===== config.mk =====
export PLATFORM = sky130hd
export DESIGN_NAME = pedestrian_traffic_light_sequencer_flat
export DESIGN_NICKNAME = d
export VERILOG_FILES = /design/src/sv/ptl_pkg.sv /design/src/sv/ptl_req_if.sv /design/src/sv/ptl_rsp_if.sv /design/src/sv/pedestrian_traffic_light_sequencer.sv /design/src/sv/ptl_step.sv /design/src/sv/ptl_rsp_reg.sv /design/src/flat_wrapper.sv
export SDC_FILE = /design/constraint.sdc
export NUM_CORES = 1
export LEC_CHECK = 0
export BUFFER_PORTS_ARGS = -buffer_cell sky130_fd_sc_hd__buf_2
export CORE_ASPECT_RATIO = 1.75
export CORE_MARGIN = 2
export CORE_UTILIZATION = 40
export DETAILED_ROUTE_END_ITERATION = 7
export PLACE_DENSITY = 0.61
export SYNTH_ARGS = -nofsm -noshare
export SYNTH_HDL_FRONTEND = slang
export SYNTH_SLANG_ARGS = --single-unit

===== constraint.sdc =====
create_clock -name clock -period 8.6 [get_ports clock]
set_input_delay 0.43 -clock clock [delete_from_list [all_inputs] [get_ports clock]]
set_output_delay 0.43 -clock clock [all_outputs]
set_load 0.03 [all_outputs]

===== src/sv/ptl_pkg.sv =====
`default_nettype none

package ptl_pkg;

   localparam int unsigned TICK_W  = 16;
   localparam int unsigned PAIR_W  = 4;
   localparam int unsigned CSR_IDX_W = 2;

   localparam logic [TICK_W-1:0] LONG_TICKS_RST = 16'd5000;
   localparam logic [TICK_W-1:0] HALF_TICKS_RST = 16'd500;
   localparam logic [PAIR_W-1:0] PAIRS_RST      = 4'd5;

   localparam logic [CSR_IDX_W-1:0] CSR_LONG_TICKS = 2'd0;
   localparam logic [CSR_IDX_W-1:0] CSR_HALF_TICKS = 2'd1;
   localparam logic [CSR_IDX_W-1:0] CSR_PAIRS      = 2'd2;

   typedef enum logic [2:0] {
      PH_GREEN       = 3'd0,
      PH_GREEN_BLINK = 3'd1,
      PH_PREP        = 3'd2,
      PH_RED         = 3'd3,
      PH_RED_BLINK   = 3'd4,
      PH_WALK        = 3'd5,
      PH_WALK_BLINK  = 3'd6
   } phase_type;

   typedef struct packed {
      phase_type          phase;
      logic [TICK_W-1:0]  tick_count;
      logic [PAIR_W-1:0]  pair_count;
      logic [PAIR_W-1:0]  pairs_done;
      logic               blink_on_half;
      logic               request;
   } seq_state_type;

   typedef struct packed {
      logic [TICK_W-1:0] long_phase_ticks;
      logic [TICK_W-1:0] blink_half_ticks;
      logic [PAIR_W-1:0] blink_pairs;
   } cfg_type;

   typedef struct packed {
      logic car_green;
      logic car_yellow;
      logic car_red;
      logic walk_green;
      logic walk_yellow;
      logic walk_red;
   } lamps_type;

endpackage

`default_nettype wire


===== src/sv/ptl_req_if.sv =====
`default_nettype none

interface ptl_req_if;
   logic valid;
   logic ready;
   logic button;

   modport source (output valid, output button, input ready);
   modport sink   (input valid, input button, output ready);
endinterface

`default_nettype wire


===== src/sv/ptl_rsp_if.sv =====
`default_nettype none

interface ptl_rsp_if;
   logic valid;
   logic ready;
   logic car_green;
   logic car_yellow;
   logic car_red;
   logic walk_green;
   logic walk_yellow;
   logic walk_red;

   modport source (output valid, output car_green, output car_yellow, output car_red,
                   output walk_green, output walk_yellow, output walk_red, input ready);
   modport sink   (input valid, input car_green, input car_yellow, input car_red,
                   input walk_green, input walk_yellow, input walk_red, output ready);
endinterface

`default_nettype wire


===== src/sv/pedestrian_traffic_light_sequencer.sv =====
// Pedestrian crossing light sequencer, on-demand walk phase.
// req_if carries one time tick per transfer with the button level sampled
// in that tick. rsp_if returns, for every tick, the six lamp states shown
// during that tick, in order, one result per tick.
// Latency: the result of a tick is valid in the cycle after its transfer.
// Throughput: one tick per cycle when not stalled; the phase, counters and
// request flag are updated in the same cycle that the tick is taken, and
// the lamp values go into a single result register.
// Stall: while rsp_if is stalled the result register holds its value and
// req_if.ready drops; it stays high when the result drains in that cycle.
// Settings are written through csr_we/csr_index/csr_wdata (0: long phase
// ticks, 1: blink half ticks, 2: blink pairs); a write to index 3 is ignored.
// Write them only while no tick is in flight.
// Reset (synchronous, active high): car green phase, counters cleared, no
// request pending, settings 5000 / 500 / 5, result register empty.
`default_nettype none

module pedestrian_traffic_light_sequencer
   import ptl_pkg::*;
(
   input  logic                 clock,
   input  logic                 reset,
   input  logic                 csr_we,
   input  logic [CSR_IDX_W-1:0] csr_index,
   input  logic [TICK_W-1:0]    csr_wdata,
   ptl_req_if.sink              req_if,
   ptl_rsp_if.source            rsp_if
);

   seq_state_type state_ff;
   seq_state_type state_in;
   cfg_type       cfg_ff;
   lamps_type     lamps;
   logic          rsp_free;
   logic          take;

   assign req_if.ready = rsp_free;
   assign take         = req_if.valid && rsp_free;

   always_ff @(posedge clock) begin
      if (reset) begin
         cfg_ff.long_phase_ticks <= LONG_TICKS_RST;
         cfg_ff.blink_half_ticks <= HALF_TICKS_RST;
         cfg_ff.blink_pairs      <= PAIRS_RST;
      end else if (csr_we) begin
         case (csr_index)
            CSR_LONG_TICKS: cfg_ff.long_phase_ticks <= csr_wdata;
            CSR_HALF_TICKS: cfg_ff.blink_half_ticks <= csr_wdata;
            CSR_PAIRS:      cfg_ff.blink_pairs      <= csr_wdata[PAIR_W-1:0];
            default:        cfg_ff <= cfg_ff;
         endcase
      end
   end

   ptl_step u_step (
      .cur    (state_ff),
      .cfg    (cfg_ff),
      .button (req_if.button),
      .nxt    (state_in),
      .lamps  (lamps)
   );

   always_ff @(posedge clock) begin
      if (reset) begin
         state_ff.phase         <= PH_GREEN;
         state_ff.tick_count    <= '0;
         state_ff.pair_count    <= '0;
         state_ff.pairs_done    <= '0;
         state_ff.blink_on_half <= 1'b1;
         state_ff.request       <= 1'b0;
      end else if (take) begin
         state_ff <= state_in;
      end
   end

   ptl_rsp_reg u_rsp_reg (
      .clock    (clock),
      .reset    (reset),
      .load     (take),
      .lamps_in (lamps),
      .free     (rsp_free),
      .rsp      (rsp_if)
   );

   // a latched request is only dropped at the end of the walk blink
   a_request_held: assert property (@(posedge clock) disable iff (reset)
      state_ff.request && (state_ff.phase != PH_WALK_BLINK) |=> state_ff.request)
      else $error("request dropped outside walk blink");

   // exactly one of car green and car red is lit in every result
   a_car_exclusive: assert property (@(posedge clock) disable iff (reset)
      rsp_if.valid |-> $onehot({rsp_if.car_green, rsp_if.car_red}))
      else $error("car green and red not exclusive");

   // walkers only get green behind a car red
   a_walk_safe: assert property (@(posedge clock) disable iff (reset)
      rsp_if.valid && rsp_if.walk_green |-> rsp_if.car_red && !rsp_if.walk_red)
      else $error("walk green without car red");

endmodule

`default_nettype wire


===== src/sv/ptl_step.sv =====
`default_nettype none

module ptl_step
   import ptl_pkg::*;
(
   input  seq_state_type cur,
   input  cfg_type       cfg,
   input  logic          button,
   output seq_state_type nxt,
   output lamps_type     lamps
);

   logic              req;
   logic [TICK_W-1:0] lp;
   logic [TICK_W-1:0] bh;
   logic [PAIR_W-1:0] bp;
   logic [TICK_W-1:0] dur;
   logic [TICK_W:0]   tick_inc;
   logic [PAIR_W-1:0] pd_inc;
   logic [PAIR_W-1:0] pc_inc;
   logic              y;

   // zero settings behave as one
   assign lp = (cfg.long_phase_ticks == '0) ? TICK_W'(1) : cfg.long_phase_ticks;
   assign bh = (cfg.blink_half_ticks == '0) ? TICK_W'(1) : cfg.blink_half_ticks;
   assign bp = (cfg.blink_pairs == '0) ? PAIR_W'(1) : cfg.blink_pairs;

   assign req      = cur.request | button;
   assign tick_inc = {1'b0, cur.tick_count} + (TICK_W+1)'(1);
   assign pd_inc   = cur.pairs_done + PAIR_W'(1);
   assign pc_inc   = cur.pair_count + PAIR_W'(1);
   assign y        = cur.blink_on_half;

   always_comb begin
      case (cur.phase)
         PH_GREEN, PH_RED, PH_WALK: dur = lp;
         default:                   dur = bh;
      endcase
   end

   // next state
   always_comb begin
      nxt         = cur;
      nxt.request = req;
      if (tick_inc < {1'b0, dur}) begin
         nxt.tick_count = tick_inc[TICK_W-1:0];
      end else begin
         nxt.tick_count = '0;
         case (cur.phase)
            PH_GREEN: begin
               nxt.blink_on_half = 1'b1;
               if (req) begin
                  if (cur.pairs_done >= bp) begin
                     nxt.pairs_done = '0;
                     nxt.pair_count = '0;
                     nxt.phase      = PH_WALK;
                  end else begin
                     nxt.pair_count = cur.pairs_done;
                     nxt.phase      = PH_PREP;
                  end
               end else begin
                  nxt.pairs_done = '0;
                  nxt.phase      = PH_GREEN_BLINK;
               end
            end
            PH_GREEN_BLINK: begin
               if (cur.blink_on_half) begin
                  if (req) begin
                     if (cur.pairs_done >= bp) begin
                        nxt.pairs_done = '0;
                        nxt.pair_count = '0;
                        nxt.phase      = PH_WALK;
                     end else begin
                        nxt.pair_count = cur.pairs_done;
                        nxt.phase      = PH_PREP;
                     end
                  end else begin
                     nxt.blink_on_half = 1'b0;
                  end
               end else begin
                  nxt.blink_on_half = 1'b1;
                  nxt.pairs_done    = pd_inc;
                  if (req) begin
                     if (pd_inc >= bp) begin
                        nxt.pairs_done = '0;
                        nxt.pair_count = '0;
                        nxt.phase      = PH_WALK;
                     end else begin
                        nxt.pair_count = pd_inc;
                        nxt.phase      = PH_PREP;
                     end
                  end else if (pd_inc >= bp) begin
                     nxt.pairs_done = '0;
                     nxt.phase      = PH_RED;
                  end
               end
            end
            PH_PREP, PH_WALK_BLINK: begin
               if (cur.blink_on_half) begin
                  nxt.blink_on_half = 1'b0;
               end else begin
                  nxt.blink_on_half = 1'b1;
                  nxt.pair_count    = pc_inc;
                  if (pc_inc >= bp) begin
                     nxt.pairs_done = '0;
                     nxt.pair_count = '0;
                     if (cur.phase == PH_PREP) begin
                        nxt.phase = PH_WALK;
                     end else begin
                        nxt.request = 1'b0;
                        nxt.phase   = PH_GREEN;
                     end
                  end
               end
            end
            PH_RED: begin
               nxt.blink_on_half = 1'b1;
               nxt.pair_count    = '0;
               if (req) begin
                  nxt.pairs_done = '0;
                  nxt.phase      = PH_WALK;
               end else begin
                  nxt.phase = PH_RED_BLINK;
               end
            end
            PH_RED_BLINK: begin
               if (cur.blink_on_half) begin
                  if (req) begin
                     nxt.pairs_done = '0;
                     nxt.pair_count = '0;
                     nxt.phase      = PH_WALK;
                  end else begin
                     nxt.blink_on_half = 1'b0;
                  end
               end else begin
                  nxt.blink_on_half = 1'b1;
                  nxt.pair_count    = pc_inc;
                  if (req) begin
                     nxt.pairs_done = '0;
                     nxt.pair_count = '0;
                     nxt.phase      = PH_WALK;
                  end else if (pc_inc >= bp) begin
                     nxt.pair_count = '0;
                     nxt.phase      = PH_GREEN;
                  end
               end
            end
            PH_WALK: begin
               nxt.blink_on_half = 1'b1;
               nxt.pair_count    = '0;
               nxt.phase         = PH_WALK_BLINK;
            end
            default: begin
               nxt.blink_on_half = 1'b1;
               nxt.phase         = PH_GREEN;
            end
         endcase
      end
      // an undefined phase code restarts at car green regardless of timing
      if (cur.phase > PH_WALK_BLINK) begin
         nxt.tick_count    = '0;
         nxt.blink_on_half = 1'b1;
         nxt.pair_count    = cur.pair_count;
         nxt.pairs_done    = cur.pairs_done;
         nxt.phase         = PH_GREEN;
      end
   end

   // lamps for the current tick
   always_comb begin
      lamps = '0;
      case (cur.phase)
         PH_GREEN: lamps.car_green = 1'b1;
         PH_GREEN_BLINK: begin
            lamps.car_green  = 1'b1;
            lamps.car_yellow = y;
         end
         PH_PREP: begin
            lamps.car_green   = 1'b1;
            lamps.walk_red    = 1'b1;
            lamps.car_yellow  = y;
            lamps.walk_yellow = y;
         end
         PH_RED: lamps.car_red = 1'b1;
         PH_RED_BLINK: begin
            lamps.car_red    = 1'b1;
            lamps.car_yellow = y;
         end
         PH_WALK: begin
            lamps.car_red    = 1'b1;
            lamps.walk_green = 1'b1;
         end
         PH_WALK_BLINK: begin
            lamps.car_red     = 1'b1;
            lamps.walk_green  = 1'b1;
            lamps.car_yellow  = y;
            lamps.walk_yellow = y;
         end
         default: lamps = '0;
      endcase
   end

endmodule

`default_nettype wire


===== src/sv/ptl_rsp_reg.sv =====
`default_nettype none

module ptl_rsp_reg
   import ptl_pkg::*;
(
   input  logic      clock,
   input  logic      reset,
   input  logic      load,
   input  lamps_type lamps_in,
   output logic      free,
   ptl_rsp_if.source rsp
);

   logic      valid_ff;
   logic      valid_in;
   lamps_type lamps_ff;

   // the register can take a new result when empty or draining this cycle
   assign free     = !valid_ff || rsp.ready;
   assign valid_in = load || (valid_ff && !rsp.ready);

   always_ff @(posedge clock) begin
      if (reset) begin
         valid_ff <= 1'b0;
      end else begin
         valid_ff <= valid_in;
      end
   end

   always_ff @(posedge clock) begin
      if (load) begin
         lamps_ff <= lamps_in;
      end
   end

   assign rsp.valid       = valid_ff;
   assign rsp.car_green   = lamps_ff.car_green;
   assign rsp.car_yellow  = lamps_ff.car_yellow;
   assign rsp.car_red     = lamps_ff.car_red;
   assign rsp.walk_green  = lamps_ff.walk_green;
   assign rsp.walk_yellow = lamps_ff.walk_yellow;
   assign rsp.walk_red    = lamps_ff.walk_red;

endmodule

`default_nettype wire

===== src/flat_wrapper.sv =====
// flat-port wrapper written by rule: the top's interface ports become plain ports
module pedestrian_traffic_light_sequencer_flat import ptl_pkg::*;
  (clock, reset, csr_we, csr_index, csr_wdata, req_if_valid, req_if_button, req_if_ready, rsp_if_valid, rsp_if_car_green, rsp_if_car_yellow, rsp_if_car_red, rsp_if_walk_green, rsp_if_walk_yellow, rsp_if_walk_red, rsp_if_ready);
  ptl_req_if req_if_i ();
  ptl_rsp_if rsp_if_i ();
  input  logic clock;
  input  logic reset;
  input  logic csr_we;
  input  logic [CSR_IDX_W-1:0] csr_index;
  input  logic [TICK_W-1:0] csr_wdata;
  input wire logic [$bits(req_if_i.valid)-1:0] req_if_valid;
  input wire logic [$bits(req_if_i.button)-1:0] req_if_button;
  output wire logic [$bits(req_if_i.ready)-1:0] req_if_ready;
  output wire logic [$bits(rsp_if_i.valid)-1:0] rsp_if_valid;
  output wire logic [$bits(rsp_if_i.car_green)-1:0] rsp_if_car_green;
  output wire logic [$bits(rsp_if_i.car_yellow)-1:0] rsp_if_car_yellow;
  output wire logic [$bits(rsp_if_i.car_red)-1:0] rsp_if_car_red;
  output wire logic [$bits(rsp_if_i.walk_green)-1:0] rsp_if_walk_green;
  output wire logic [$bits(rsp_if_i.walk_yellow)-1:0] rsp_if_walk_yellow;
  output wire logic [$bits(rsp_if_i.walk_red)-1:0] rsp_if_walk_red;
  input wire logic [$bits(rsp_if_i.ready)-1:0] rsp_if_ready;
  assign req_if_i.valid = req_if_valid;
  assign req_if_i.button = req_if_button;
  assign req_if_ready = req_if_i.ready;
  assign rsp_if_valid = rsp_if_i.valid;
  assign rsp_if_car_green = rsp_if_i.car_green;
  assign rsp_if_car_yellow = rsp_if_i.car_yellow;
  assign rsp_if_car_red = rsp_if_i.car_red;
  assign rsp_if_walk_green = rsp_if_i.walk_green;
  assign rsp_if_walk_yellow = rsp_if_i.walk_yellow;
  assign rsp_if_walk_red = rsp_if_i.walk_red;
  assign rsp_if_i.ready = rsp_if_ready;
  pedestrian_traffic_light_sequencer u_core (.clock(clock), .reset(reset), .csr_we(csr_we), .csr_index(csr_index), .csr_wdata(csr_wdata), .req_if(req_if_i), .rsp_if(rsp_if_i));
endmodule

-- Word level (Yosys, flattened, before mapping)
Index checks and enable logic that the tools add are counted.
- bits in registers: 72
- latch bits: 0
- RAM bits: 0
- ROM bits: 0
- input bits: 24
- memories kept: 0
- add/subtract/negate cells: 3
- $mul: 0
- divide/modulo/power cells: 0
- order comparisons: 5
- equal/unequal tests: 21
- shifts and indexed selects: 0
- multiplexer cells: 51
- bitwise logic cells: 3
- reductions and logical operators: 27
- operator list (operator ; number):
    16-bit two-way mux ; 4
    3-bit two-way mux ; 15
    4-bit case mux with 5 select lines ; 2
    4-bit two-way mux ; 9
    16-bit logical NOT ; 2
    8-bit two-way mux ; 4
    28-bit two-way mux ; 1
    8-bit AND reduction ; 3
    9-bit two-way mux ; 2
    3-bit case mux with 6 select lines ; 1
    16-bit by 1-bit adder with 17-bit output (second input constant) ; 1
    17-bit by 16-bit less-than comparator with 1-bit output ; 1
    4-bit inequality test (second input constant) ; 4
    4-bit >= comparator ; 3
    1-bit two-way mux ; 11
    10-bit two-way mux ; 1
    5-bit nonzero test ; 2
    3-bit equality test (second input constant) ; 3
    3-bit inequality test (second input constant) ; 3
    4-bit by 1-bit adder with 4-bit output (second input constant) ; 2
    2-bit AND reduction ; 4
    4-bit OR reduction ; 2
    3-bit by 2-bit equality test with 1-bit output (second input constant) ; 2
    2-bit inequality test (second input constant) ; 3
    17 further kinds ; 25

-- Logic depth before layout (Yosys ltp)
Gate-level depths: netlist (run 1).
- depth in word-level cells: 9
- depth in mapped cells: 14

-- Cells and area by module
From an unflattened synthesis (run 1), not the netlist that was laid out.
- cell total of the unflattened synthesis: 583
- area, all modules: 4922.2 um^2
- by module, submodules not included (module ; times used ; cells each ; area each (um^2) ; seq. area each (um^2)):
    pedestrian_traffic_light_sequencer ; 1 ; 279 ; 2728.9 ; 1301.2
    ptl_step ; 1 ; 294 ; 1966.9 ; 0.0
    ptl_rsp_reg ; 1 ; 10 ; 226.5 ; 200.2

-- Worst setup path before layout (run 1)
No wires, ideal clock.
- path kind: register to register
- start point: register u_core.state_ff[14] (netlist bit)
- end point: register u_core.state_ff[17] (netlist bit)
- setup time: 0.122 ns
- arrival: 3.197 ns
- data required time: 8.478 ns
- slack: 5.281 ns
- cell stages (with the launch flop): 15
- buffers on the path: 2
- cell sequence: dfxtp_1 clkbuf_1 and3_1 nand3_2 nor3_1 nand2_1 xnor2_1 ha_1 nand3_1 nor4_1 nand2_1 o211a_1 buf_6 and4_1 a221o_1
- longest elaborated chain between the ends: 4
- RTL lines (what ; line ; text):
    start, declared ; pedestrian_traffic_light_sequencer.sv:30 ; seq_state_type state_ff;
    start signal, assigned ; pedestrian_traffic_light_sequencer.sv:72 ; state_ff <= state_in;
    16-bit by 1-bit adder with 17-bit output * ; ptl_step.sv:29 ; assign tick_inc = {1'b0, cur.tick_count} + (TICK_W+1)'(1);
    17-bit by 16-bit less-than comparator with 1-bit output ; ptl_step.sv:45 ; if (tick_inc < {1'b0, dur}) begin
    16-bit two-way mux * ; ptl_step.sv:45 ;
    28-bit two-way mux * ; ptl_step.sv:160 ; if (cur.phase > PH_WALK_BLINK) begin
Mark *: on every way between the ends. The rest lies on a longest branch, timed or not.
A chain may end at the register's enable or synchronous reset.

-- Final worst setup path (run 1)
- start point: register u_core.state_ff[27] (netlist bit)
- end point: register u_core.state_ff[2] (netlist bit)
- longest elaborated chain between the ends: 6
- elaborated cells on any way between the ends: 21
- RTL lines (what ; line ; text):
    3-bit equality test, or another cell as far along ; ptl_step.sv:35 ; case (cur.phase)
    3-bit OR reduction ; ptl_step.sv:35 ;
    16-bit two-way mux ; ptl_step.sv:35 ;
    17-bit by 16-bit less-than comparator with 1-bit output ; ptl_step.sv:45 ;
    1-bit NOT (no source line) ; n/a ;
    8-bit AND reduction (no source line) ; n/a ;
Several ways; a longest one is shown, not always the timed one.

==> metrics list, run 1 <==
- Initial Util: around two fifths
- The H-tree was split into 3 levels.
* Final Hold Fails: 0
- Compared with the post-synthesis result, the final layout area differs by 10.75%.
- Timing startpoint of the critical path: u_core.state_ff[27]
- For this run, the slowest stage of the critical path takes about 800 ps.
- PD cells: around 160 nW/um^2
* Clock latency reported for the late side of the worst-skew pair: about 340 ps
* FF-to-FF Start: u_core.state_ff[27]
- Top-level I/O count: 32
- CP Cell Sequence: xor2_1, o21ai_1, mux2i_1, ha_1, nand3_1, o221ai_1, a211oi_1, o211a_1, nor2_1, a2111oi_2
* Run status: finished clean
- The die is 84.54 um wide.
- IR analysis of the VDD net gives a maximum drop of 0.0001265 V.
- The longest clock path from root to sink contains 2 buffers.
* Slew margin rel.: a little under a third
- At the worst endpoint, the arrival time is 4510 ps.
- The number of setup buffers added after CTS is 0.
- Register-to-register setup slack: 4320 ps
* Aggregate global routing overflow: 0
- When the netlist entered floorplanning its net count stood at 594.
* Mean Syn Cell Area: 8.409 um^2
* RSZ-0062 raised after global routing: false
- Post-DP HPWL: roughly 9100 um
- Global routing used approximately a fifth of the available tracks.
- Counting every instance in the synthesized netlist gives 540.
* Setup-violating endpoint count in the final report: 0
- The critical path ends at u_core.state_ff[2].
- Timing would allow up to between 200 and 250 MHz.
- Netlist area before placement: about 4500 um^2
- Setup crit end kind: flip-flop
- CTS Hold Buffers Added: 0
- The tool flagged a number of max-cap violations equal to 0.
- Core area: 11100 um^2
- 0 antenna diodes ended up in the layout.
- At the pin with the least slew margin, the transition time is 1026 ps.
- Maximum number of pins on one net before global-route repair: 62
- TritonCTS created 9 clock buffers.
- In the post-route analysis, the smallest setup slack over all paths is ~4300 ps.
- After the first detailed-routing iteration, the DRC count stood at around 190.
- Share of the clock period used by the worst path: ~50%
* Number of global-route vias before repair: a little over 4000
* Sum of negative setup slack: 0 ps
- After synthesis, flip-flops and latches occupy roughly 33% of the total area.
- The tightest min-delay check is of the input pin to flip-flop type.
* Count of input and output buffers: 31
* Via-per-instance ratio: 5.930
* Length of the first detailed-routing pass in iterations: 5
- Number of enable-type register cells in the synthesized netlist: 6
* Proportion of layout cells with a drive suffix above 1: 12.21%
- In this run the static leakage power is approximately 2 nW.
- Sum of internal, switching and leakage power: 0.8025 mW
- Final critical-path required period: 4284 ps
- Along the worst path, the maximum fanout reaches 23.
* Worst path slowest cell: sky130_fd_sc_hd__dfxtp_1
* Worst slack after detailed placement: between 4000 and 5000 ps
- Post-synthesis register bit count: just over 70
* Nets: between 600 and 700
* Worst Path Required: a little under 9000 ps
- Category of the worst setup path launch point: flip-flop
- Number of slew-limit violations in the final report: 0
- The first global-routing pass estimated slightly below 20000 um of wire.
* Routed wire per std cell: between 15 and 20 um
- Clk Tree Root Cell: sky130_fd_sc_hd__clkbuf_16
* Post-synth ARST share: 0%
- The die covers 12250 um^2.
- Reg2reg end: u_core.state_ff[2]
- Top_reg_cell synth: sky130_fd_sc_hd__dfxtp_1
- TritonCTS built the clock tree.
* Site Rows: between 50 and 60
- Post_cts resized: 0
* Die Y: between 100 and 150 um
* Wire length reported by the detailed router: about 12000 um
- RePlAce Congestion: ~0.91
- For this run, design rule violations remaining after detail routing come to 0.
- After clock tree synthesis, the clock-pin slew on the worst setup and hold paths is ~60 ps.
- Crit Path Class: flip-flop to flip-flop
- The clock arrives with around 9.5 ps of skew.
- Clock sink count: around 70
* Yosys cell types: 74
- For this run, the number of Yosys warnings is 0.
- Initial antenna violation count: 0
- Detail Route Antenna Nets: 0
* Vias after detailed routing: roughly 4100
- For the worst flop-to-flop path, the logic depth is 10.
## cell type report
class / instances / area [um^2]
clock inverters: 6 / 63.81
multi-input cells: 420 / 2833
inverters: 17 / 63.81
clock buffers: 10 / 239.0
fillers: 1128 / 6075
flip-flops and latches: 72 / 1501
well taps: 132 / 165.2
repair buffers: 32 / 162.7
## cell usage in the layout, fill, tap and decap left out, types with 12 or more instances in the layout
master                     netlist  layout
sky130_fd_sc_hd__nand2_1        93      93
sky130_fd_sc_hd__a21oi_1        42      42
sky130_fd_sc_hd__xnor2_1        12      12
sky130_fd_sc_hd__inv_1          17      17
sky130_fd_sc_hd__nor2_1         26      26
sky130_fd_sc_hd__o21ai_0        14      14
sky130_fd_sc_hd__dfxtp_1        66      66
sky130_fd_sc_hd__ha_1           30      30
sky130_fd_sc_hd__mux2i_1        20      20
sky130_fd_sc_hd__nor3_1         15      15
sky130_fd_sc_hd__nand3b_1       15      15
sky130_fd_sc_hd__buf_2           3      31
## how the worst min path moves through the flow
| stage | from | endpoint | slack, ps | cells past startpoint |
|---|---|---|---|---|
| final | csr_wdata[4] | u_core.cfg_ff[8] | 310 | 3 |
| after global routing | csr_wdata[4] | u_core.cfg_ff[8] | 330 | 3 |
| after global placement | u_core.cfg_ff[4] | u_core.cfg_ff[4] | 450 | 2 |
| after floorplan | u_core.cfg_ff[4] | u_core.cfg_ff[4] | 440 | 2 |
| after CTS | csr_wdata[4] | u_core.cfg_ff[8] | 300 | 3 |
| after detailed placement | u_core.cfg_ff[4] | u_core.cfg_ff[4] | 450 | 2 |
## where the power goes
part           internal, mW  switching, mW  total (mW)
Sequential            0.347        0.00699       0.354
Combinational        0.0238         0.0422      0.0660
Clock                 0.233          0.149       0.382
## stage by stage
step           std cells  util [%]  area (um^2)  hold WS [ps]
3_3_place_gp         673     42.56         4726         446.9
3_5_place_dp         673     42.56         4726         452.1
5_1_grt              689     45.29         5029         332.4
4_1_cts              689     45.29         5029         303.0
2_1_floorplan        540         -         4541         436.3
6_report             689     45.29         5029         310.7
## registers in the layout (all words and copies together) (netlist names)
| register | count |
|---|---|
| u_core.cfg_ff | 36 |
| u_core.u_rsp_reg.rsp.walk_yellow | 1 |
| u_core.u_rsp_reg.rsp.valid | 1 |
| u_core.u_rsp_reg.rsp.walk_green | 1 |
| u_core.u_rsp_reg.rsp.car_green | 1 |
| u_core.u_rsp_reg.rsp.walk_red | 1 |
| u_core.u_rsp_reg.rsp.car_yellow | 1 |
| u_core.u_rsp_reg.rsp.car_red | 1 |
| u_core.state_ff | 29 |
## metal layers
| layer | GRT usage, % | wire (um) | vias to the layer above |
|---|---|---|---|
| li1 | - | - | 2004 |
| met1 | 19.99 | 4314 | 1917 |
| met5 | 0 | 0 | - |
| met2 | 38.86 | 6774 | 122 |
| met4 | 11.43 | 546 | 0 |
| met3 | 3.185 | 413 | 43 |
## cell usage after synthesis, types with 8 or more instances
cell type | instances | area share (%)
sky130_fd_sc_hd__nand3b_1 | 15 | 2.5
sky130_fd_sc_hd__clkbuf_1 | 24 | 2.0
sky130_fd_sc_hd__xnor2_1 | 12 | 2.3
sky130_fd_sc_hd__ha_1 | 30 | 8.3
sky130_fd_sc_hd__nand2_1 | 93 | 7.7
sky130_fd_sc_hd__dfxtp_1 | 66 | 29
sky130_fd_sc_hd__a22o_1 | 9 | 1.7
sky130_fd_sc_hd__nor2_1 | 26 | 2.1
sky130_fd_sc_hd__a21oi_1 | 42 | 4.6
sky130_fd_sc_hd__mux2i_1 | 20 | 4.4
sky130_fd_sc_hd__and3_1 | 8 | 1.1
sky130_fd_sc_hd__nor4_1 | 10 | 1.4
sky130_fd_sc_hd__nand3_1 | 10 | 1.1
sky130_fd_sc_hd__inv_1 | 17 | 1.4
sky130_fd_sc_hd__xor2_1 | 8 | 1.5
sky130_fd_sc_hd__nand2b_1 | 9 | 1.2
sky130_fd_sc_hd__nor3_1 | 15 | 1.7
sky130_fd_sc_hd__o21ai_0 | 14 | 1.5
## cell families after synthesis
group / Yosys count / share of synthesized area [%]
and+or+nand+nor: 218 / 24.25
AOI/OAI and AO/OA: 132 / 21.60
xor gates and xnor gates: 20 / 3.858
muxes: 20 / 4.409
buffers and inverters: 48 / 4.547
DFF: 72 / 33.07
adders and majority gates: 30 / 8.267
## worst max-delay path, delay by kind of cell, from the launching register on
| kind | cells | cell delay (ps) |
|---|---|---|
| AO/OA/AOI/OAI | 5 | 2150 |
| flip-flops | 1 | 800 |
| multiplexers | 1 | 350 |
| AND/OR/NAND/NOR | 2 | 350 |
| adder cells (fa/ha/maj) | 1 | 290 |
| XOR/XNOR | 1 | 220 |
No activity file was read; power rests on OpenSTA's default activity.
==> run 2, diff against run 1 <==
- clock period: 8.6 -> 4.2 ns (I/O delays scaled with it)
==> run 2 against run 1 <==
Die area stayed put. Core utilization is 0.72 points higher. Final cell count is 1.5% higher. Highest routed layer unchanged. Clock power is 110% higher. Non-clock buffer count is 10 higher. Critical endpoint is now u_core.state_ff[17]. Combinational power is 110% higher. Worst setup slack worse by 3900 ps. Critical path depth is 2 higher. Largest cell class unchanged. Hold slack worse by 220 ps.
==> metrics list, run 2 (synthesis results as in run 1) <==
* Run status: finished clean (unchanged)
- Worst min-delay path category: input pin to flip-flop (unchanged)
- Die Footprint: 12250 um^2 (unchanged)
- Count of max-cap constraint violations: 0 (unchanged)
* End point of the critical path: u_core.state_ff[17] (was u_core.state_ff[2])
- The count of nets after finishing is 616 (was 606).
- The via count of the first global-routing pass came to 4126 (was 4117).
* PD cells: 325.1 nW/um^2 (was 159.6 nW/um^2)
- The master of the slowest instance on the critical path was sky130_fd_sc_hd__nor3_4 (was sky130_fd_sc_hd__dfxtp_1).
- RePlAce Congestion: 0.8670 (was 0.9056)
* Final Hold Fails: 0 (unchanged)
- Detail Route Antenna Nets: 0 (unchanged)
* Final Worst Setup Slack: 419.2 ps (was 4316 ps)
* Initial Util: 40.89% (unchanged)
* Post-DP HPWL: 9368 um (was 9116 um)
- FF-to-FF Start: u_core.state_ff[10] (was u_core.state_ff[27])
- RSZ-0062 raised after global routing: false (unchanged).
- The endpoint of the most critical register-to-register path was u_core.state_ff[17] (was u_core.state_ff[2]).
- Count of input and output buffers: 31 (unchanged)
- Commonest cells after routing, fill and taps aside: sky130_fd_sc_hd__nand2_1 (93), sky130_fd_sc_hd__dfxtp_1 (66), sky130_fd_sc_hd__a21oi_1 (42), sky130_fd_sc_hd__buf_2 (31), sky130_fd_sc_hd__ha_1 (30) (unchanged)
- The maximum fanout along the worst path was 10 (was 23).
- CP Cell Sequence: ha_1, nand3_2, nor4_2, nand4_1, xnor2_1, ha_1, nand3_1, o221ai_1, a211oi_1, o211ai_4, nor3_4, a221o_1 (was xor2_1, o21ai_1, mux2i_1, ha_1, nand3_1, o221ai_1, a211oi_1, o211a_1, nor2_1, a2111oi_2).
- The area growth from synthesis to final layout came to 12.51% (was 10.75%).
- Aggregate global routing overflow: 0 (unchanged)
- The core area is 11100 um^2 (unchanged).
* Top-level I/O count: 32 (unchanged)
* Worst Path Required: 4480 ps (was 8830 ps)
- The initial antenna violation count was 0 (unchanged).
- First-pass GRT wire length: 20130 um (was 19840 um)
- Slew margin rel.: 30.10% (was 31.22%)
- Clock slew at the register clock pins of the worst setup and hold paths: 60 ps (about the same)
- Wire length reported by the detailed router: 12410 um (was 12050 um)
* Arrival time of the worst setup path: 4060 ps (was 4510 ps)
* CTS Hold Buffers Added: 0 (unchanged)
- Number of levels in the clock H-tree: 3 (unchanged)
- Clock tree from TritonCTS: yes (unchanged)
- Setup-violating endpoint count in the final report: 0 (unchanged)
* Proportion of layout cells with a drive suffix above 1: 13.58% (was 12.21%)
- Violation count after the first detailed-route iteration: 158 (was 192)
- Clock sink count: 72 (unchanged)
- Clk Tree Root Cell: sky130_fd_sc_hd__clkbuf_16 (unchanged)
- Number of cells on the worst reg-to-reg path: 12 (was 10)
- The worst clock skew on the final layout is 7.530 ps (was 9.543 ps).
* Final design instance area without fill: 5109 um^2 (was 5029 um^2)
* Bufs on Longest Clock Path: 2 (unchanged)
- The fraction of the cycle the final worst path needs came to 90.02% (was 49.82%).
- The most common cell after layout, fill and taps aside is sky130_fd_sc_hd__nand2_1 (unchanged).
- Category of the worst setup path launch point: flip-flop (unchanged)
* Global-route usage over all layers: 20.52% (was 20.34%)
- Length of the first detailed-routing pass in iterations: 6 (was 5)
* Number of slew-limit violations in the final report: 0 (unchanged)
* Routed wire per std cell: 17.75 um (was 17.49 um)
* Worst slack after detailed placement: 444.4 ps (was 4377 ps)
- The total chip power is 1.661 mW (was 0.8025 mW).
- The total inserted antenna cells is 0 (unchanged).
* Site Rows: 51 (unchanged)
- The actual transition at the worst max-transition pin came to 1049 ps (was 1026 ps).
* Width of the die: 84.54 um (unchanged)
* Crit path top cell by count: sky130_fd_sc_hd__ha_1
- The leakage power is 2.049 nW (was 1.998 nW).
- The die extent in y is 144.9 um (unchanged).
* Final critical-path required period: 3781 ps (was 4284 ps)
- The DRC violations left was 0 (unchanged).
- The number of instances resized during post-cts repair was 0 (unchanged).
* Maximum number of pins on one net before global-route repair: 62 (unchanged)
* Final core utilization: 46.01% (was 45.29%)
* Via-per-instance ratio: 5.861 (was 5.930)
- The startpoint-to-endpoint class of the critical path is flip-flop to flip-flop (unchanged).
- The flop-to-flop setup slack came to 420 ps (was 4320 ps).
- The peak supply drop was 0.0002513 V (was 0.0001265 V).
- The final-layout setup total negative slack is 0 ps (unchanged).
- The highest attainable clock frequency came to 264.5 MHz (was 233.4 MHz).
- Flip-flop count of the largest register after layout: 36 (unchanged)
- The total cell area at the placement stage came to 4801 um^2 (was 4726 um^2).
- Timing startpoint of the critical path: u_core.state_ff[10] (was u_core.state_ff[27])
- The register bank with the most flops is u_core.cfg_ff (unchanged).
- Post-CTS Setup Bufs: 0 (unchanged)
* Setup crit end kind: flip-flop (unchanged)
- Clock buffer count from CTS: 9 (unchanged)
- Vias after detailed routing: 4097 (was 4086)
- Clock latency reported for the late side of the worst-skew pair: 340 ps (about the same)
- Registers with the highest flip-flop counts: u_core.cfg_ff x36, u_core.state_ff x29 (unchanged)
* Biggest cell delay along the critical path: 480 ps (was 800 ps)
run 2: changes by cell type in the layout (fill, tap and decap cells not counted):
cell and delta:
sky130_fd_sc_hd__clkbuf_1 +1, sky130_fd_sc_hd__inv_4 -2, sky130_fd_sc_hd__clkbuf_8 +1, sky130_fd_sc_hd__buf_4 +10
run 2: layout make-up:
| type | count | area [um^2] |
|---|---|---|
| Fill cell | 1139 | 5995 |
| Multi-Input combinational cell | 420 | 2833 |
| Sequential cell | 72 | 1501 |
| Clock buffer | 12 | 256.5 |
| Timing Repair Buffer | 42 | 237.7 |
| Tap cell | 132 | 165.2 |
| Inverter | 17 | 63.81 |
| Clock inverter | 4 | 51.30 |
run 2: stage by stage:
stage               std cells  hold slack (ps)
global placement          683            434.9
global route              699            95.11
floorplan                 540            330.9
finish                    699            94.81
detailed placement        683            439.3
CTS                       699            87.93
run 2: worst min-delay path by stage:
stage	start	end	slack [ps]	cells past startpoint
after CTS	csr_wdata[6]	u_core.cfg_ff[10]	90	3
after floorplan	csr_wdata[3]	u_core.cfg_ff[23]	330	2
final	csr_wdata[6]	u_core.cfg_ff[10]	90	3
after global routing	csr_wdata[6]	u_core.cfg_ff[10]	100	3
after detailed placement	csr_wdata[6]	u_core.cfg_ff[10]	440	3
after global placement	csr_wdata[4]	u_core.cfg_ff[8]	430	3
run 2: worst max-delay path: cells and delay by family (launching register included):
family	cells	cell delay [ps]
simple gates	5	1430
xor+xnor	1	270
fa+ha+maj	2	550
flops	1	400
compound gates	4	1070
run 2: power breakdown:
group / switching (mW) / internal, mW
Combinational: 0.0896 / 0.0504
Sequential: 0.0139 / 0.711
Clock: 0.302 / 0.494
run 2: metal layers:
layer	up-vias	share of wire [%]	GRT usage, %
met5	-	0	0
met4	0	6.2	13.41
met3	42	2.5	3.641
met2	89	54	37.60
met1	1943	37	20.53
li1	2023	-	-
